===== src/sv/ffra_pkg.sv =====
`timescale 1ns / 1ps

package ffra_pkg;

	// field widths fixed by the word layout
	localparam int REG_W    = 7;
	localparam int LR_W     = 12;
	localparam int VAL_ID_W = 10;
	localparam int CNT_W    = 9;
	localparam int RUN_W    = 3;
	localparam int SRC_N_W  = 2;
	localparam int STAT_W   = 2;
	// value ids plus a run length and value counts compare at this width
	localparam int SUM_W    = 11;
	// busy bits examined per search cycle
	localparam int CHUNK    = 16;

	localparam logic OP_SCAN  = 1'b0;
	localparam logic OP_LOWER = 1'b1;

	localparam logic [STAT_W-1:0] STAT_OK      = 2'd0;
	localparam logic [STAT_W-1:0] STAT_INVALID = 2'd1;
	localparam logic [STAT_W-1:0] STAT_NO_ROOM = 2'd2;

	typedef struct packed {
		logic                opcode;
		logic [LR_W-1:0]     instr_index;
		logic [SRC_N_W-1:0]  source_count;
		logic [VAL_ID_W-1:0] source_a;
		logic [VAL_ID_W-1:0] source_b;
		logic [VAL_ID_W-1:0] dest_value;
		logic [RUN_W-1:0]    define_count;
	} ffra_in_t;

	typedef struct packed {
		logic [REG_W-1:0]  source_a_reg;
		logic [REG_W-1:0]  source_b_reg;
		logic [REG_W-1:0]  dest_reg;
		logic [STAT_W-1:0] status;
		logic [REG_W-1:0]  high_water;
	} ffra_out_t;

	// run finder result, pos is the offset from the first register
	typedef struct packed {
		logic             done;
		logic             found;
		logic [REG_W-1:0] pos;
	} ffra_fit_t;

	typedef enum logic [3:0] {
		ST_CLEAR,
		ST_IDLE,
		ST_SCAN_A,
		ST_SCAN_B,
		ST_READ,
		ST_FIT,
		ST_SEARCH,
		ST_COMMIT,
		ST_WRITE,
		ST_DONE
	} ffra_state_t;

endpackage


===== src/sv/ffra_run_finder.sv =====
`timescale 1ns / 1ps

module ffra_run_finder #(
	parameter int SPAN = 80
) (
	input  logic                           clk,
	input  logic                           arst_n,
	input  logic                           start,
	input  logic [SPAN-1:0]                busy,
	input  logic [ffra_pkg::RUN_W-1:0]     run_len,
	output ffra_pkg::ffra_fit_t            fit
);
	import ffra_pkg::*;

	localparam int NCH    = (SPAN + CHUNK - 1) / CHUNK;
	localparam int PAD_W  = NCH * CHUNK;
	localparam int CH_W   = (NCH > 1) ? $clog2(NCH) : 1;
	localparam int CK_W   = $clog2(CHUNK);
	localparam int MAXRUN = (1 << RUN_W) - 1;

	logic [SPAN+MAXRUN-1:0] busy_pad;
	logic [PAD_W-1:0]       fit_d;
	logic [PAD_W-1:0]       fit_q;
	logic [CH_W-1:0]        chunk_q;
	logic                   active_q;
	logic [CHUNK-1:0]       cur;
	logic [CK_W-1:0]        lsb;
	logic                   any;
	logic                   last;

	// start positions whose whole run is free, past the end counts as busy
	always_comb begin
		logic ok;
		busy_pad = {{MAXRUN{1'b1}}, busy};
		fit_d = '0;
		for (int p = 0; p < SPAN; p++) begin
			ok = 1'b1;
			for (int j = 0; j < MAXRUN; j++) begin
				if (RUN_W'(j) < run_len && busy_pad[p+j]) begin
					ok = 1'b0;
				end
			end
			fit_d[p] = ok;
		end
	end

	always_comb begin
		cur = fit_q[chunk_q*CHUNK +: CHUNK];
		any = |cur;
		lsb = '0;
		for (int i = CHUNK - 1; i >= 0; i--) begin
			if (cur[i]) begin
				lsb = CK_W'(i);
			end
		end
		last = (chunk_q == CH_W'(NCH - 1));
		fit.done  = active_q && (any || last);
		fit.found = active_q && any;
		fit.pos   = (REG_W'(chunk_q) << CK_W) + REG_W'(lsb);
	end

	always_ff @(posedge clk) begin
		if (start) begin
			fit_q <= fit_d;
		end
	end

	always_ff @(posedge clk or negedge arst_n) begin
		if (!arst_n) begin
			active_q <= 1'b0;
			chunk_q <= '0;
		end else if (start) begin
			active_q <= 1'b1;
			chunk_q <= '0;
		end else if (active_q) begin
			if (any || last) begin
				active_q <= 1'b0;
			end else begin
				chunk_q <= chunk_q + CH_W'(1);
			end
		end
	end

endmodule

===== config.mk =====
export PLATFORM = sky130hd
export DESIGN_NAME = ffra_run_finder
export DESIGN_NICKNAME = d
export VERILOG_FILES = /design/src/sv/ffra_pkg.sv /design/src/sv/ffra_run_finder.sv
export SDC_FILE = /design/constraint.sdc
export NUM_CORES = 1
export LEC_CHECK = 0
export BUFFER_PORTS_ARGS = -buffer_cell sky130_fd_sc_hd__clkbuf_2
export CAP_MARGIN = 10
export CORE_MARGIN = 2
export CORE_UTILIZATION = 60
export CTS_CLUSTER_SIZE = 16
export DETAILED_ROUTE_END_ITERATION = 8
export PLACE_DENSITY_LB_ADDON = 0.2
export SETUP_SLACK_MARGIN = 0.1
export SLEW_MARGIN = 20
export SYNTH_ARGS = -nofsm -noshare
export SYNTH_HDL_FRONTEND = slang
export SYNTH_SLANG_ARGS = --single-unit

===== constraint.sdc =====
create_clock -name clk -period 3.1 [get_ports clk]
set_input_delay 0.62 -clock clk [delete_from_list [all_inputs] [get_ports clk]]
set_output_delay 0.62 -clock clk [all_outputs]
set_load 0.02 [all_outputs]

# After elaboration in Yosys (flattened, before gate mapping)
# Index checks and enable logic that the tools add are counted.
# W data, S select, Z words.
# classes
shifts	1
eq_ne	2
mux	102
order_cmp	7
n_reduce_logical	625
n_addsub	2
# ops
cell	n
$logic_and A1 B1 Y1	541
$reduce_or A6 Y1	80
$mux W1	83
$shiftx A80 B8 Y16	1
$mux W4	16
$reduce_or A16 Y1	1
$lt A3 B3 Y1 const A	3
$mux W3	3
$add A7 B4 Y7	1
$lt A1 B3 Y1 const A	2
$lt A2 B3 Y1 const A	2
$add A3 B1 Y3 const B	1
$eq A3 B3 Y1 const B	1
$ne A2 B2 Y1 const B	1
$reduce_and A2 Y1	1
$reduce_bool A2 Y1	1
$logic_or A1 B1 Y1	1
# totals
register_bits	84
inputBits	86
word_cells	821
output_inout_bits	9

# Longest topological paths before layout
# logic_depth
depth_word	18
mapped_depth	9
ltp_nobuf	7

# Worst setup path before layout
# OpenSTA, ideal clock, no wires.
# synth_path
path_type	register to output
startpoint	register chunk_q[1]
endpoint	output port fit[0] (netlist bit)
required_ps	2480
arrival_ps	2284
n_path_buf	2
stages_incl_launch_ff	9
path_slack_ps	196
path_cell_list	dfrtp_1 -> buf_2 -> buf_1 -> mux2_2 -> a22oi_1 -> o22ai_1 -> nor3_1 -> a221oi_1 -> o21ai_0
# synth_lines
element	line_no	text
from (decl)	ffra_run_finder.sv:24	logic [CH_W-1:0] chunk_q;
from (signal assigned)	ffra_run_finder.sv:79	chunk_q <= chunk_q + CH_W'(1);
to (decl)	ffra_run_finder.sv:11	output ffra_pkg::ffra_fit_t fit

==> metrics.md <==
| Metric | Value |
|---|---|
| Outcome | `complete, but fails checks` |
| Violated checks | `design-rule violations` |
| Cell mode on critical path | `buf_4` |
| Synth Warn # | `0` |
| EDFF count, synth | `80` |
| Overall Power | `0.00327 W` |
| DR iter-0 viols | `1,354` |
| Capturing point of the worst reg2reg path | `chunk_q[0]` |
| First-pass GRT wire length | `40,600 µm` |
| Main combinational cell family by area after synthesis | `compound AO/OA/AOI/OAI gates` |
| Placed inst area | `8420 µm²` |
| Wire per inst | `21.6 µm` |
| Post-synthesis mux area share | `0.0378` |
| Syn_area_per_cell | `7.62 µm²` |
| Critical Path, Cell by Cell | `nor2b_1, buf_4, a221o_1, o22ai_2, nand3_4, nor4_4, a21boi_1, buf_4` |
| Worst Clk Skew | `7.35 ps` |
| Io pins | `95` |
| R2R depth | `9` |
| Number of vias per cell | `7.05` |
| PortBufs | `94` |
| Max cap viols | `0` |
| Slack of the worst reg-to-reg path | `510 ps` |
| CP bufs+invs | `2` |
| Primary FF master, synth | `edfxtp_1` |
| Clk_lat worst skew | `340 ps` |
| Post-synth cell types | `68` |
| Worst r2r src | `chunk_q[0]` |
| TritonCTS clock tree | `done` |
| RSZ-0062 raised after global routing | `yes` |
| Crit path launch type | `flip-flop` |
| Die Ht | `119 µm` |
| Crit path required time | `2480 ps` |
| Chip Width | `119 µm` |
| Root Buffer | `clkbuf_16` |
| Full die area | `14,200 µm²` |
| Seq/Total Area, Yosys | `0.315` |
| Largest net degree at the start of global routing | `128` |
| Tightest Pin Transition | `731 ps` |
| Initial antenna violation count | `0` |
| Fraction of the mapped netlist area in adder cells | `0.00567` |
| Worst Path Class, Setup | `reg -> out` |
| Asr flop ratio synth | `0.0476` |
| Drt total wl | `26,800 µm` |
| Cells after synthesis | `1,042` |
| Crit-path max FO | `5` |
| Crit path largest cell delay | `440 ps` |
| Reg clk slew, reported paths | `60 ps` |
| Worst hold path type | `in -> async` |
| Slowest cell on the critical path | `dfrtp_2` |
| Layout area overhead | `14.7%` |
| Syn Std Cell Area | `7950 µm²` |
| # DRC | `7` |
| Max Clock Freq | `326 MHz` |
| Final Net Count | `1,146` |
| P per Cell Area | `359 nW/µm²` |
| Fin cells | `1,238` |
| Starting Density | `0.607` |
| TritonCTS buffer count | `9` |
| Placer congestion estimate | `0.974` |
| Hpwl dp | `17,800 µm` |
| Final hold violations | `0` |
| Vias in the first global route | `7,272` |
| Final setup viols | `0` |
| P_leak | `3.27 nW` |
| CP Capture Type | `output port` |
| Clock sink count | `84` |
| Largest buffer count on any clock path | `2` |
| Simple-gate area share of the yosys netlist | `0.150` |
| Syn_nets | `1,130` |
| Area fraction in compound gates after synthesis | `0.420` |
| WP data arrival | `2450 ps` |
| Final Cell Area | `9110 µm²` |
| Yosys reg bits | `84` |
| Antenna diodes | `0` |
| H-tree levels | `3` |
| VDD IR max | `282 µV` |
| Family with the most delay on the worst path | `compound AO/OA/AOI/OAI gates` |
| Max-slew headroom | `0.513` |
| CORE AREA | `13,100 µm²` |
| # rows | `42` |
| Layout cells sized above 1 | `0.195` |
| Slew Limit Fails | `0` |
| Antenna Nets Post-Route | `0` |
| GRT Total Usage | `0.364` |
| Final period util | `0.989` |
| Gr ovfl total | `0` |
| Pre-antenna DRT Iters | `9` |
| Final worst path period need | `3070 ps` |
| Placed insts | `1,203` |
| Post-synthesis xor/xnor area fraction | `0` |
| Vias | `8,734` |
[how the worst max path moves through the flow]
| stage | startpoint | endpoint | slack [ps] | cells after the start |
|---|---|---|---|---|
| 4_1_cts | chunk_q[0] | fit[8] | 80 | 8 |
| 6_report | chunk_q[0] | fit[8] | 30 | 8 |
| 2_1_floorplan | chunk_q[1] | fit[0] | 200 | 8 |
| 3_3_place_gp | chunk_q[2] | fit[8] | 130 | 7 |
| 5_1_grt | chunk_q[2] | fit[8] | -60 | 9 |
| 3_5_place_dp | chunk_q[2] | fit[8] | -3 | 8 |
[cells in the mapped netlist, drive strengths merged, types with 10 or more instances]
cell type	count	share of area
o22ai	19	0.016
a22oi	10	0.0094
o21ai	121	0.076
a21o	14	0.013
nand2	51	0.024
mux2i	21	0.026
a211o	65	0.072
clkbuf	112	0.053
a221oi	26	0.029
nor2	114	0.054
a21oi	198	0.12
nand2b	10	0.0079
edfxtp	80	0.30
a222oi	16	0.020
nor3	15	0.010
a211oi	13	0.013
buf	22	0.014
and2	13	0.010
nor4	10	0.011
[per-layer routing]
metal | track usage | part of all wire | vias up | wire length [µm]
met3 | 0.0771 | 0.12 | 48 | 3210
met5 | 0 | 0 | - | 0
met2 | 0.547 | 0.45 | 575 | 12100
met1 | 0.535 | 0.40 | 4085 | 10800
met4 | 0.0945 | 0.023 | 0 | 628
li1 | - | - | 4026 | -
[final cells by class]
class	instances	area, µm²
timing repair buffer	139	1020
multi-input combinational	814	5070
clock buffer	10	229
tap	176	220
inverter	10	37.5
fill	1169	3970
sequential	84	2510
clock inverter	5	30.0
[state kept, by name, summed over array words and instances (netlist names)]
name and count:
fit_q 80, chunk_q 3, active_q 1
[per-stage QoR]
stage | util | TNS [ps] | hold WS (ps) | worst slack, ps
after detailed placement | 0.643 | -2.69 | 438 | -2.69
after global placement | 0.643 | 0 | 439 | 126
after CTS | 0.679 | 0 | 76.7 | 80.4
after global routing | 0.697 | -90.0 | 82.2 | -62.7
final | 0.697 | 0 | 79.1 | 33.4
after floorplan | - | 0 | 324 | 196
[logic make-up after synthesis]
group	Yosys count
compound gates	528
mux	29
buf+inv	144
simple gates	253
flops	84
fa+ha+maj	4
[worst reg2reg max path: stages (launching register included)]
cell	delay, ps
dfrtp_2	440
nor2b_1	160
buf_4	160
a221o_1	390
o22ai_2	210
nand3_4	120
buf_4	170
buf_4	130
nor4_4	340
mux2_1	360
[where the power goes]
group          switching [W]  leakage, nW  total [W]  internal (W)
sequential         0.0000802        0.816    0.00144       0.00136
clock               0.000419        0.116   0.000951      0.000532
combinational       0.000556         2.34   0.000876      0.000320
[timing repair]
item / 4_1_cts / 5_1_grt
setup endpoints to repair: 6 / 6
pin swaps: 10 / 10
hold buffers: 0 / 0
gates cloned: 1 / 2
gates resized for setup: 29 / 34
buffers inserted: 8 / 9
[cells in the final DEF (no fill, tap or decap), types with 14 or more instances in the layout]
master	synthesis	final
o21ai_0	119	114
clkbuf_2	1	84
a221oi_1	26	25
mux2i_1	21	19
nor2_1	114	113
nand2_1	51	49
a21o_1	14	14
a211o_1	65	65
edfxtp_1	80	80
a21oi_1	198	198
buf_4	3	37
o22ai_1	18	18
a222oi_1	16	16
Power figures use the tool's default switching activity.
